<file path="src/rfs_pkg.sv">
// ---------------------------------------------------------------------------
// rfs_pkg
// Shared constants, types and the log2 lookup table for the rank-based
// fitness shaping block.
// ---------------------------------------------------------------------------
`default_nettype none

package rfs_pkg;

  // Batch capacity and derived widths.
  localparam int MAX_SAMPLES  = 64;
  localparam int IDX_W        = $clog2(MAX_SAMPLES);
  localparam int CNT_W        = $clog2(MAX_SAMPLES + 1);

  // Field widths of the channels.
  localparam int REWARD_W     = 32;
  localparam int UTIL_W       = 32;
  localparam int SAMPLE_IDX_W = 6;

  // Fixed-point formats: log values are unsigned Q6.26, results Q2.30.
  localparam int LOG_FRAC     = 26;
  localparam int OUT_FRAC     = 30;
  localparam int LOG_W        = 32;
  localparam int SUM_W        = LOG_W + CNT_W;
  localparam int NUM_W        = LOG_W + OUT_FRAC + 1;

  // The log table covers 0..MAX_SAMPLES+2; entry 0 is unused and holds zero.
  localparam int LOG_DEPTH    = MAX_SAMPLES + 3;
  localparam int LOG_IDX_W    = $clog2(LOG_DEPTH);

  typedef logic [LOG_W-1:0] log_tab_t [0:LOG_DEPTH-1];

  // Sequencer states.
  typedef enum logic [3:0] {
    ST_LOAD,
    ST_BIAS_GO,
    ST_BIAS_WAIT,
    ST_RI_RD,
    ST_RI_CAP,
    ST_RJ,
    ST_RANK_WR,
    ST_ACC,
    ST_U_RD,
    ST_U_RAW,
    ST_U_GO,
    ST_U_WAIT,
    ST_EMIT
  } rfs_state_t;

  // log2(k) in Q6.26 by repeated squaring, each step truncating.
  function automatic log_tab_t build_log2_tab();
    log_tab_t            tab;
    logic [63:0]         y;
    logic [LOG_W-1:0]    frac;
    int                  ip;
    int                  t;
    tab[0] = '0;
    for (int k = 1; k < LOG_DEPTH; k++) begin
      t  = k;
      ip = 0;
      while (t > 1) begin
        t  = t >> 1;
        ip = ip + 1;
      end
      y    = (64'(k) << OUT_FRAC) >> ip;
      frac = '0;
      for (int i = 0; i < LOG_FRAC; i++) begin
        y = (y * y) >> OUT_FRAC;
        if (y >= (64'd2 << OUT_FRAC)) begin
          y = y >> 1;
          frac[LOG_FRAC-1-i] = 1'b1;
        end
      end
      tab[k] = (LOG_W'(ip) << LOG_FRAC) | frac;
    end
    return tab;
  endfunction

  localparam log_tab_t LOG2_TAB = build_log2_tab();

endpackage

`default_nettype wire

</file>
<file path="src/rfs_if.sv">
// ---------------------------------------------------------------------------
// rfs_in_if / rfs_out_if
// Valid/ready channels for reward samples and shaped utilities.
// ---------------------------------------------------------------------------
`default_nettype none

interface rfs_in_if;
  logic                                valid;
  logic                                ready;
  logic signed [rfs_pkg::REWARD_W-1:0] reward_value;
  logic                                last_sample;

  modport source (output valid, output reward_value, output last_sample, input ready);
  modport sink   (input valid, input reward_value, input last_sample, output ready);
endinterface

interface rfs_out_if;
  logic                                  valid;
  logic                                  ready;
  logic signed [rfs_pkg::UTIL_W-1:0]     utility_value;
  logic        [rfs_pkg::SAMPLE_IDX_W-1:0] sample_index;
  logic                                  last_utility;

  modport source (output valid, output utility_value, output sample_index,
                  output last_utility, input ready);
  modport sink   (input valid, input utility_value, input sample_index,
                  input last_utility, output ready);
endinterface

`default_nettype wire

</file>
<file path="src/rank_fitness_shaping_unit.sv">
// ---------------------------------------------------------------------------
// rank_fitness_shaping_unit
// Rank-based fitness shaping: loads a batch of rewards, ranks them and emits
// normalized Q2.30 utilities in sample order.
// ---------------------------------------------------------------------------
// Rewards load at one beat per cycle until the beat marked last_sample; beats
// past 64 samples are dropped but a final one still closes the batch. The
// block then stops taking input: ranking compares every pair of samples
// through the single read port of the reward RAM, and each utility then
// takes a pass through the shared serial divider plus RAM and table access,
// with one more divider pass at the start for the 1/N bias. Output beats
// leave one at a time from a held output register; input is accepted again
// after the last utility beat.
// ---------------------------------------------------------------------------
`default_nettype none

module rank_fitness_shaping_unit (
  input  wire logic   clk,
  input  wire logic   rst_n,
  rfs_in_if.sink      in_ch,
  rfs_out_if.source   out_ch
);
  import rfs_pkg::*;

  rfs_state_t state_r, state_nxt;

  logic [CNT_W-1:0]       count_r;
  logic [IDX_W-1:0]       i_r;
  logic [IDX_W-1:0]       j_r;
  logic [IDX_W-1:0]       rank_r;
  logic [IDX_W-1:0]       last_idx;
  logic [REWARD_W-1:0]    ref_r;
  logic [SUM_W-1:0]       sum_r;
  logic [LOG_W-1:0]       raw_r;
  logic [UTIL_W-1:0]      bias_r;
  logic [UTIL_W-1:0]      util_r;
  logic                   out_valid_r;
  logic                   out_last_r;
  logic [IDX_W-1:0]       out_idx_r;

  logic                   in_acc;
  logic                   out_acc;
  logic                   store_we;
  logic [IDX_W-1:0]       rew_raddr;
  logic [REWARD_W-1:0]    rew_rdata;
  logic                   rank_we;
  logic [IDX_W-1:0]       rank_rdata;
  logic                   hit;
  logic                   div_start;
  logic                   div_busy;
  logic                   div_done;
  logic [NUM_W-1:0]       div_num;
  logic [SUM_W-1:0]       div_den;
  logic [NUM_W-1:0]       div_quo;
  logic [LOG_W-1:0]       log_top;
  logic [LOG_W-1:0]       log_sub;
  logic [LOG_W-1:0]       raw_val;
  logic [IDX_W-1:0]       raw_rank;

  assign in_acc   = in_ch.valid && in_ch.ready;
  assign out_acc  = out_ch.valid && out_ch.ready;
  assign last_idx = IDX_W'(count_r - 1'b1);

  // Pair compare: sample j ranks ahead of sample i.
  assign hit = ($signed(rew_rdata) > $signed(ref_r)) ||
               ((j_r < i_r) && (rew_rdata == ref_r));

  // Raw utility from the log table for the rank in hand.
  assign raw_rank = (state_r == ST_RANK_WR) ? rank_r : rank_rdata;
  assign log_top  = LOG2_TAB[LOG_IDX_W'(count_r) + LOG_IDX_W'(2)];
  assign log_sub  = (LOG_W'(1) << LOG_FRAC) + LOG2_TAB[LOG_IDX_W'(raw_rank) + LOG_IDX_W'(1)];
  assign raw_val  = (log_top > log_sub) ? (log_top - log_sub) : '0;

  // Next-state logic.
  always_comb begin
    state_nxt = state_r;
    unique case (state_r)
      ST_LOAD:      if (in_acc && in_ch.last_sample) state_nxt = ST_BIAS_GO;
      ST_BIAS_GO:   state_nxt = ST_BIAS_WAIT;
      ST_BIAS_WAIT: if (div_done) state_nxt = ST_RI_RD;
      ST_RI_RD:     state_nxt = ST_RI_CAP;
      ST_RI_CAP:    state_nxt = ST_RJ;
      ST_RJ:        if (j_r == last_idx) state_nxt = ST_RANK_WR;
      ST_RANK_WR:   state_nxt = ST_ACC;
      ST_ACC:       state_nxt = (i_r == last_idx) ? ST_U_RD : ST_RI_RD;
      ST_U_RD:      state_nxt = ST_U_RAW;
      ST_U_RAW:     state_nxt = ST_U_GO;
      ST_U_GO:      state_nxt = ST_U_WAIT;
      ST_U_WAIT:    if (div_done) state_nxt = ST_EMIT;
      ST_EMIT: begin
        if (out_acc) begin
          state_nxt = out_last_r ? ST_LOAD : ST_U_RD;
        end
      end
      default:      state_nxt = ST_LOAD;
    endcase
  end

  // Control outputs of the sequencer.
  always_comb begin
    in_ch.ready = 1'b0;
    store_we    = 1'b0;
    rank_we     = 1'b0;
    div_start   = 1'b0;
    rew_raddr   = i_r;
    div_num     = (NUM_W'(raw_r) << OUT_FRAC) + NUM_W'(sum_r >> 1);
    div_den     = sum_r;
    unique case (state_r)
      ST_LOAD: begin
        in_ch.ready = 1'b1;
        store_we    = in_ch.valid && (count_r != CNT_W'(MAX_SAMPLES));
      end
      ST_BIAS_GO: begin
        div_start = 1'b1;
        div_num   = (NUM_W'(1) << OUT_FRAC) + NUM_W'(count_r >> 1);
        div_den   = SUM_W'(count_r);
      end
      ST_RI_CAP:  rew_raddr = '0;
      ST_RJ:      rew_raddr = j_r + 1'b1;
      ST_RANK_WR: rank_we   = 1'b1;
      ST_U_GO:    div_start = 1'b1;
      default: begin
      end
    endcase
  end

  // Datapath registers.
  always_ff @(posedge clk) begin
    unique case (state_r)
      ST_BIAS_WAIT: if (div_done) bias_r <= div_quo[UTIL_W-1:0];
      ST_RI_CAP: begin
        ref_r  <= rew_rdata;
        j_r    <= '0;
        rank_r <= '0;
      end
      ST_RJ: begin
        j_r    <= j_r + 1'b1;
        rank_r <= rank_r + IDX_W'(hit);
      end
      ST_RANK_WR: raw_r <= raw_val;
      ST_U_RAW:   raw_r <= raw_val;
      ST_U_WAIT: begin
        if (div_done) begin
          util_r     <= div_quo[UTIL_W-1:0] - bias_r;
          out_idx_r  <= i_r;
          out_last_r <= (i_r == last_idx);
        end
      end
      default: begin
      end
    endcase
  end

  // Control registers: sample count, running sum, sample pointer, output valid.
  always_ff @(posedge clk) begin
    if (!rst_n) begin
      state_r     <= ST_LOAD;
      count_r     <= '0;
      sum_r       <= '0;
      i_r         <= '0;
      out_valid_r <= 1'b0;
    end else begin
      state_r <= state_nxt;
      unique case (state_r)
        ST_LOAD: begin
          if (in_acc && (count_r != CNT_W'(MAX_SAMPLES))) begin
            count_r <= count_r + 1'b1;
          end
          i_r   <= '0;
          sum_r <= '0;
        end
        ST_ACC: begin
          sum_r <= sum_r + SUM_W'(raw_r);
          i_r   <= (i_r == last_idx) ? '0 : i_r + 1'b1;
        end
        ST_U_WAIT: if (div_done) out_valid_r <= 1'b1;
        ST_EMIT: begin
          if (out_acc) begin
            out_valid_r <= 1'b0;
            i_r         <= i_r + 1'b1;
            if (out_last_r) begin
              count_r <= '0;
              sum_r   <= '0;
            end
          end
        end
        default: begin
        end
      endcase
    end
  end

  rfs_ram #(.WIDTH(REWARD_W), .DEPTH(MAX_SAMPLES)) u_reward_ram (
    .clk   (clk),
    .we    (store_we),
    .waddr (count_r[IDX_W-1:0]),
    .wdata (in_ch.reward_value),
    .raddr (rew_raddr),
    .rdata (rew_rdata)
  );

  rfs_ram #(.WIDTH(IDX_W), .DEPTH(MAX_SAMPLES)) u_rank_ram (
    .clk   (clk),
    .we    (rank_we),
    .waddr (i_r),
    .wdata (rank_r),
    .raddr (i_r),
    .rdata (rank_rdata)
  );

  rfs_div u_div (
    .clk   (clk),
    .rst_n (rst_n),
    .start (div_start),
    .num   (div_num),
    .den   (div_den),
    .busy  (div_busy),
    .done  (div_done),
    .quo   (div_quo)
  );

  assign out_ch.valid         = out_valid_r;
  assign out_ch.utility_value = util_r;
  assign out_ch.sample_index  = SAMPLE_IDX_W'(out_idx_r);
  assign out_ch.last_utility  = out_last_r;

  // A result beat is only offered while a batch is loaded.
  a_out_batch: assert property (@(posedge clk) disable iff (!rst_n)
    out_valid_r |-> count_r != '0) else $error("utility beat with empty batch");

  // The divider only reports completion while the sequencer waits on it.
  a_done_wait: assert property (@(posedge clk) disable iff (!rst_n)
    div_done |-> (state_r == ST_BIAS_WAIT || state_r == ST_U_WAIT))
    else $error("divider result not consumed");

  // Utility division always sees a nonzero sum of raw utilities.
  a_sum_nz: assert property (@(posedge clk) disable iff (!rst_n)
    state_r == ST_U_GO |-> sum_r != '0) else $error("zero utility sum");

  // Input stays blocked while the divider is running.
  a_no_in_busy: assert property (@(posedge clk) disable iff (!rst_n)
    div_busy |-> !in_ch.ready) else $error("input taken during processing");

endmodule

`default_nettype wire

</file>
<file path="src/rfs_ram.sv">
// ---------------------------------------------------------------------------
// rfs_ram
// Generic single-write, single-read RAM with registered read data.
// ---------------------------------------------------------------------------
`default_nettype none

module rfs_ram #(
  parameter int WIDTH = 32,
  parameter int DEPTH = 64
) (
  input  wire logic                     clk,
  input  wire logic                     we,
  input  wire logic [$clog2(DEPTH)-1:0] waddr,
  input  wire logic [WIDTH-1:0]         wdata,
  input  wire logic [$clog2(DEPTH)-1:0] raddr,
  output logic      [WIDTH-1:0]         rdata
);

  logic [WIDTH-1:0] mem [0:DEPTH-1];

  // Write port and registered read port.
  always_ff @(posedge clk) begin
    if (we) begin
      mem[waddr] <= wdata;
    end
    rdata <= mem[raddr];
  end

endmodule

`default_nettype wire

</file>
<file path="src/rfs_div.sv">
// ---------------------------------------------------------------------------
// rfs_div
// Restoring unsigned divider, one quotient bit per cycle.
// ---------------------------------------------------------------------------
`default_nettype none

module rfs_div (
  input  wire logic                       clk,
  input  wire logic                       rst_n,
  input  wire logic                       start,
  input  wire logic [rfs_pkg::NUM_W-1:0]  num,
  input  wire logic [rfs_pkg::SUM_W-1:0]  den,
  output logic                            busy,
  output logic                            done,
  output logic      [rfs_pkg::NUM_W-1:0]  quo
);
  import rfs_pkg::*;

  localparam int STEP_W = $clog2(NUM_W);

  logic [NUM_W-1:0]  num_r, num_nxt;
  logic [NUM_W-1:0]  quo_r, quo_nxt;
  logic [SUM_W:0]    rem_r, rem_nxt;
  logic [SUM_W-1:0]  den_r;
  logic [STEP_W-1:0] step_r, step_nxt;
  logic              busy_r, busy_nxt;
  logic              done_r, done_nxt;
  logic [SUM_W+1:0]  trial;

  // One shift-subtract step per cycle, most significant bit first.
  always_comb begin
    trial    = {rem_r, num_r[NUM_W-1]} - {2'b00, den_r};
    num_nxt  = num_r;
    quo_nxt  = quo_r;
    rem_nxt  = rem_r;
    step_nxt = step_r;
    busy_nxt = busy_r;
    done_nxt = 1'b0;
    if (start) begin
      num_nxt  = num;
      quo_nxt  = '0;
      rem_nxt  = '0;
      step_nxt = STEP_W'(NUM_W - 1);
      busy_nxt = 1'b1;
    end else if (busy_r) begin
      num_nxt = num_r << 1;
      if (!trial[SUM_W+1]) begin
        rem_nxt = trial[SUM_W:0];
        quo_nxt = {quo_r[NUM_W-2:0], 1'b1};
      end else begin
        rem_nxt = {rem_r[SUM_W-1:0], num_r[NUM_W-1]};
        quo_nxt = {quo_r[NUM_W-2:0], 1'b0};
      end
      step_nxt = step_r - 1'b1;
      if (step_r == '0) begin
        busy_nxt = 1'b0;
        done_nxt = 1'b1;
      end
    end
  end

  // Datapath registers.
  always_ff @(posedge clk) begin
    num_r  <= num_nxt;
    quo_r  <= quo_nxt;
    rem_r  <= rem_nxt;
    step_r <= step_nxt;
    if (start) begin
      den_r <= den;
    end
  end

  // Control registers.
  always_ff @(posedge clk) begin
    if (!rst_n) begin
      busy_r <= 1'b0;
      done_r <= 1'b0;
    end else begin
      busy_r <= busy_nxt;
      done_r <= done_nxt;
    end
  end

  assign busy = busy_r;
  assign done = done_r;
  assign quo  = quo_r;

  // A start is only issued to an idle divider.
  a_start_idle: assert property (@(posedge clk) disable iff (!rst_n)
    start |-> !busy_r) else $error("divider started while busy");

  // Done comes exactly once, at the end of a run.
  a_done_end: assert property (@(posedge clk) disable iff (!rst_n)
    done_r |-> !busy_r && $past(busy_r)) else $error("done without a finished run");

  // A running divider never sees a zero divisor.
  a_den_nz: assert property (@(posedge clk) disable iff (!rst_n)
    busy_r |-> den_r != '0) else $error("division by zero");

endmodule

`default_nettype wire
</file>
<file path="src/flat_wrapper.sv">
// flat-port wrapper written by rule: the top's interface ports become plain ports
module rank_fitness_shaping_unit_flat import rfs_pkg::*;
  (clk, rst_n, in_ch_valid, in_ch_reward_value, in_ch_last_sample, in_ch_ready, out_ch_valid, out_ch_utility_value, out_ch_sample_index, out_ch_last_utility, out_ch_ready);
  rfs_in_if in_ch_i ();
  rfs_out_if out_ch_i ();
  input  wire logic clk;
  input  wire logic rst_n;
  input wire logic [$bits(in_ch_i.valid)-1:0] in_ch_valid;
  input wire logic [$bits(in_ch_i.reward_value)-1:0] in_ch_reward_value;
  input wire logic [$bits(in_ch_i.last_sample)-1:0] in_ch_last_sample;
  output wire logic [$bits(in_ch_i.ready)-1:0] in_ch_ready;
  output wire logic [$bits(out_ch_i.valid)-1:0] out_ch_valid;
  output wire logic [$bits(out_ch_i.utility_value)-1:0] out_ch_utility_value;
  output wire logic [$bits(out_ch_i.sample_index)-1:0] out_ch_sample_index;
  output wire logic [$bits(out_ch_i.last_utility)-1:0] out_ch_last_utility;
  input wire logic [$bits(out_ch_i.ready)-1:0] out_ch_ready;
  assign in_ch_i.valid = in_ch_valid;
  assign in_ch_i.reward_value = in_ch_reward_value;
  assign in_ch_i.last_sample = in_ch_last_sample;
  assign in_ch_ready = in_ch_i.ready;
  assign out_ch_valid = out_ch_i.valid;
  assign out_ch_utility_value = out_ch_i.utility_value;
  assign out_ch_sample_index = out_ch_i.sample_index;
  assign out_ch_last_utility = out_ch_i.last_utility;
  assign out_ch_i.ready = out_ch_ready;
  rank_fitness_shaping_unit u_core (.clk(clk), .rst_n(rst_n), .in_ch(in_ch_i), .out_ch(out_ch_i));
endmodule
</file>
<file path="config.mk">
export PLATFORM = sky130hd
export DESIGN_NAME = rank_fitness_shaping_unit_flat
export DESIGN_NICKNAME = d
export VERILOG_FILES = /design/src/rfs_pkg.sv /design/src/rfs_if.sv /design/src/rank_fitness_shaping_unit.sv /design/src/rfs_ram.sv /design/src/rfs_div.sv /design/src/flat_wrapper.sv
export SDC_FILE = /design/constraint.sdc
export NUM_CORES = 2
export LEC_CHECK = 0
export ABC_AREA = 1
export BUFFER_PORTS_ARGS = -buffer_cell sky130_fd_sc_hd__clkbuf_2
export CELL_PAD_IN_SITES_DETAIL_PLACEMENT = 0
export CELL_PAD_IN_SITES_GLOBAL_PLACEMENT = 1
export CORE_MARGIN = 3
export CORE_UTILIZATION = 51
export DETAILED_ROUTE_END_ITERATION = 6
export GPL_ROUTABILITY_DRIVEN = 1
export PLACE_DENSITY = 0.8
export SYNTH_ARGS = -nofsm -noshare
export SYNTH_HDL_FRONTEND = slang
export SYNTH_SLANG_ARGS = --single-unit
</file>
<file path="constraint.sdc">
create_clock -name clk -period 6.2 [get_ports clk]
set_input_delay 0.31 -clock clk [delete_from_list [all_inputs] [get_ports clk]]
set_output_delay 0.31 -clock clk [all_outputs]
set_load 0.1 [all_outputs]
</file>
==> run summary <==
The run finished with clean final reports. In the final design database the tool counted 12636 nets. The proportion of synthesized flip-flops having asynchronous set or reset is 0%, and the count of final hold-check violations is 0. Together, buffers and inverters on the worst path number 4. The layout has 21223 filler cells.

Across the routed clock network, the largest skew measured is 0.08999 ns. Relative to the synthesized area, the layout overhead comes to 10.95%. The critical path goes through ha_1, nand2_1, inv_1, nand2_1, nand2_1, o21ai_2, nand2_1, clkinv_1, a2111oi_0, buf_4, ha_1, nand2_1, nor3_1, nand3_1, or3b_2, nand2_1, buf_4, nor2_1.

In this run the remaining antenna-violating nets after routing total 0. Summed over all instances, the cell type with the most area after synthesis is sky130_fd_sc_hd__edfxtp_1. The max-slew violation total from the final report was 0; the post-CTS clock slew at the launch and capture registers of the worst setup and hold paths was 0.06 ns. The top cell type's share of synthesized area works out to 62.00%. The die covers 0.2607 mm². Once placement finished, the instance area stood at 0.1346 mm². By count the netlist is led by 3059 x sky130_fd_sc_hd__nand2_1, 2681 x sky130_fd_sc_hd__edfxtp_1, 1462 x sky130_fd_sc_hd__inv_1, 1360 x sky130_fd_sc_hd__nand3_1, 763 x sky130_fd_sc_hd__o211ai_1.

The mapped netlist covers 0.1298 mm². Using the TritonRoute via totals, the vias-per-cell ratio works out to 5.809. The post-CTS setup buffer count came out at 0.

The tools report the source-to-sink clock delay at the later pin of the worst-skew pair as 0.95 ns. sky130_fd_sc_hd__nand2_1 is the most common cell in the netlist. The largest vdd supply drop is 0.4792 mV. From left edge to right edge, the die measures 510.6 µm. Entering global routing, the biggest net connects 211 pins.

Global routing consumed, over all layers together, 29.14% of the routing resources. For this block, the initial DRC count from the detailed router was 11125. The detailed router put a total of 161.6 mm of wire on met1.

The clock passes through at most 4 buffers. The tree is rooted in a sky130_fd_sc_hd__clkbuf_16. For this run the aggregate overflow at the end of global routing stands at 0. The initial antenna violation count is 15, and the fraction of the yosys area taken by sequential cells is 64.70%. The count of unique library cells instantiated by Yosys was 65; the number of optimization iterations in the first detailed-route pass was 7. Among cell families on the critical path, the largest total delay comes from simple AND/OR/NAND/NOR gates.

The synthesis-stage register bit count came out at 2856. Routed signal wires occupy layers up through met5. The maximum clock frequency is 176.7 MHz, and the setup total negative slack is 0 ns. The largest individual stage delay along the critical path comes from the cell sky130_fd_sc_hd__a2111oi_0. For the placeable core area, the log shows 0.2523 mm².

Setup repair after global routing left no endpoint under its margin. In this run the mean area of a mapped cell was 10.53 µm². The detailed router placed 92654 vias in this run. The run gives 12589 as the post-synth net total. The number of global-route vias before repair is 88425.

The worst setup path is launched from a flip-flop. The endpoint kind of the worst setup timing path was a flip-flop. Primary flip-flop cell chosen by synthesis mapping: sky130_fd_sc_hd__edfxtp_1. After legalization and detailed placement, the total HPWL measured 234.0 mm.

The total clock buffers created by CTS came out at 312. H-tree depth reported by CTS: 5. The transition time at the pin with the least slew margin works out to 1.333 ns. Setup violations remaining at the end of the flow were counted as 0. Along the worst path, the maximum fanout reaches 30. By area the synthesized netlist is led by sky130_fd_sc_hd__edfxtp_1 62%, sky130_fd_sc_hd__nand2_1 8.8%, sky130_fd_sc_hd__nand3_1 5.2%. Synthesis handed over a netlist of 12328 instances.

After detailed routing, the average wire length per cell comes to 24.19 µm. At the end of routability-driven placement, the weighted congestion stood at 0.9108. The critical path is of the reg -> reg type. The biggest cell delay along the critical path was 0.83 ns. The tools report the TritonCTS sink count as 2856.

The count of flip-flops with a built-in enable after synthesis was 2681. The worst min-delay path category was in -> reg. The analysis attributes to cell leakage a power of 54.41 nW. 78 I/O pins were placed.

The Yosys step of the flow raised 0 warnings. The die height is 510.6 µm. After detailed routing, the met2 layer carries 179.8 mm of wire. With fillers left out, the area of the finished cells amounts to 0.1441 mm². During placement, the flow inserted port buffers numbering 77. The worst pin sits at a relative slew slack of 10.94%. The data required time of the worst path was 6.80 ns; the final period demand of the worst path was 5.659 ns. The met3 routed wirelength is 32.01 mm, and the post-route clock period utilization is 91.28%. For this block, the routed nets add up to 385.9 mm of wire.

The power density relative to cell area works out to 446.0 mW/mm². By instance count, the cell type seen most on the critical path is sky130_fd_sc_hd__nand2_1. The initial utilization of the core area, before any placement, comes to 51.46%.

The floorplan has 184 rows. TritonCTS built the clock tree. In the final layout, the share of cells above drive strength 1 is 7.144%. The number of maximum-capacitance constraint violations is 0, and the data arrival time of the critical path is 6.26 ns. In the routed design, unresolved DRC markers number 0. Gates resized during post-CTS repair numbered 0. For the wire length of the first global-routing pass, the log shows 568.7 mm.
==> final timing paths <==
kind / to / depth (start not counted) / slack, ns / startpoint
min: u_core.u_reward_ram.mem[43][14] / 2 / 0.03 / in_ch_reward_value[14]
max: u_core.raw_r[8] / 18 / 0.54 / u_core.count_r[2]
min reg2reg: u_core.bias_r[0] / 0 / 0.43 / u_core.u_div.quo[0]
max reg2reg: u_core.raw_r[8] / 18 / 0.54 / u_core.count_r[2]
==> cells by family after synthesis <==
group                    count (synthesis)  share of synthesized area [%]
adder cells (fa/ha/maj)                224                          2.187
other                                    1                       0.002888
buffers and inverters                 2101                          6.478
AND/OR/NAND/NOR                       5228                          16.93
multiplexers                             1                       0.007709
AO/OA/AOI/OAI                         1825                          9.079
flip-flops                            2856                          64.70
XOR/XNOR                                92                         0.6205
==> per-layer routing <==
layer / track usage (%) / vias up
met1: 41.39 / 45056
met3: 4.029 / 666
met5: 0 / -
met2: 46.67 / 3954
li1: - / 42974
met4: 9.309 / 4
==> cell usage in the layout (no fill, tap or decap), types with 237 or more instances in the layout <==
master                      count
sky130_fd_sc_hd__nand2_1     3059
sky130_fd_sc_hd__buf_4        237
sky130_fd_sc_hd__nor2_1       491
sky130_fd_sc_hd__o21ai_0      385
sky130_fd_sc_hd__edfxtp_1    2681
sky130_fd_sc_hd__nand3_1     1360
sky130_fd_sc_hd__a21oi_1      379
sky130_fd_sc_hd__inv_1       1461
sky130_fd_sc_hd__clkbuf_16    317
sky130_fd_sc_hd__o211ai_1     763
==> final cells by class <==
class	count	area (µm²)	area share, %
Clock buffer	390	8307	5.766
Sequential cell	2856	84010	58.31
Timing Repair Buffer	344	2735	1.898
Inverter	1490	5622	3.902
Tap cell	3348	4189	2.908
Clock inverter	147	1151	0.7990
Antenna cell	5	12.51	0.008685
Multi-Input combinational cell	7371	38040	26.41
==> what timing repair did <==
action / in CTS / in global routing
endpoints found under the hold margin: 4 / 0
setup endpoints to repair: 0 / 0
hold buffers: 3 / 0
==> worst reg2reg max path, stage by stage, from the launching register on <==
cell and delay, ns:
sky130_fd_sc_hd__dfxtp_1 0.62, sky130_fd_sc_hd__ha_1 0.33, sky130_fd_sc_hd__nand2_1 0.09, sky130_fd_sc_hd__inv_1 0.12, sky130_fd_sc_hd__nand2_1 0.07, sky130_fd_sc_hd__nand2_1 0.09, sky130_fd_sc_hd__o21ai_2 0.22, sky130_fd_sc_hd__nand2_1 0.32
sky130_fd_sc_hd__clkinv_1 0.57, sky130_fd_sc_hd__a2111oi_0 0.83, sky130_fd_sc_hd__buf_4 0.25, sky130_fd_sc_hd__ha_1 0.23, sky130_fd_sc_hd__nand2_1 0.14, sky130_fd_sc_hd__nor3_1 0.34, sky130_fd_sc_hd__nand3_1 0.14, sky130_fd_sc_hd__or3b_2 0.48
sky130_fd_sc_hd__nand2_1 0.09, sky130_fd_sc_hd__buf_4 0.31, sky130_fd_sc_hd__nor2_1 0.13
==> metrics by stage <==
step	util, %	std cells	worst slack (ns)	power (mW)	hold WS [ns]
floorplan	-	12328	1.113	39.01	0.4064
global placement	53.33	15406	0.6555	46.93	0.4167
detailed placement	53.33	15406	0.6948	46.96	0.4228
CTS	57.09	15946	0.6031	64.35	0.007616
global route	57.09	15947	0.1123	67.79	0.03175
finish	57.10	15951	0.5409	64.25	0.03477
==> registers in the layout (all words and copies together) (netlist names), 4 cells and up <==
signal	count
u_core.ref_r	32
u_core.u_rank_ram.rdata	6
u_core.u_div.rem_r	40
u_core.bias_r	32
u_core.out_ch.utility_value	32
u_core.out_ch.sample_index	6
u_core.rank_r	6
u_core.count_r	7
u_core.raw_r	32
u_core.i_r	6
u_core.u_reward_ram.mem	2048
u_core.sum_r	39
u_core.u_div.quo	32
u_core.state_r	4
u_core.u_div.step_r	6
u_core.j_r	6
u_core.u_reward_ram.rdata	32
u_core.u_div.num_r	63
u_core.u_div.den_r	39
u_core.u_rank_ram.mem	384
==> report_power, final <==
group,total (mW),internal [mW],switching [mW]
logic,24.1,6.76,17.4
clock network,17.4,10.1,7.33
registers,22.7,22.3,0.395
total,64.2,39.2,25.1
Power figures use the tool's default switching activity.
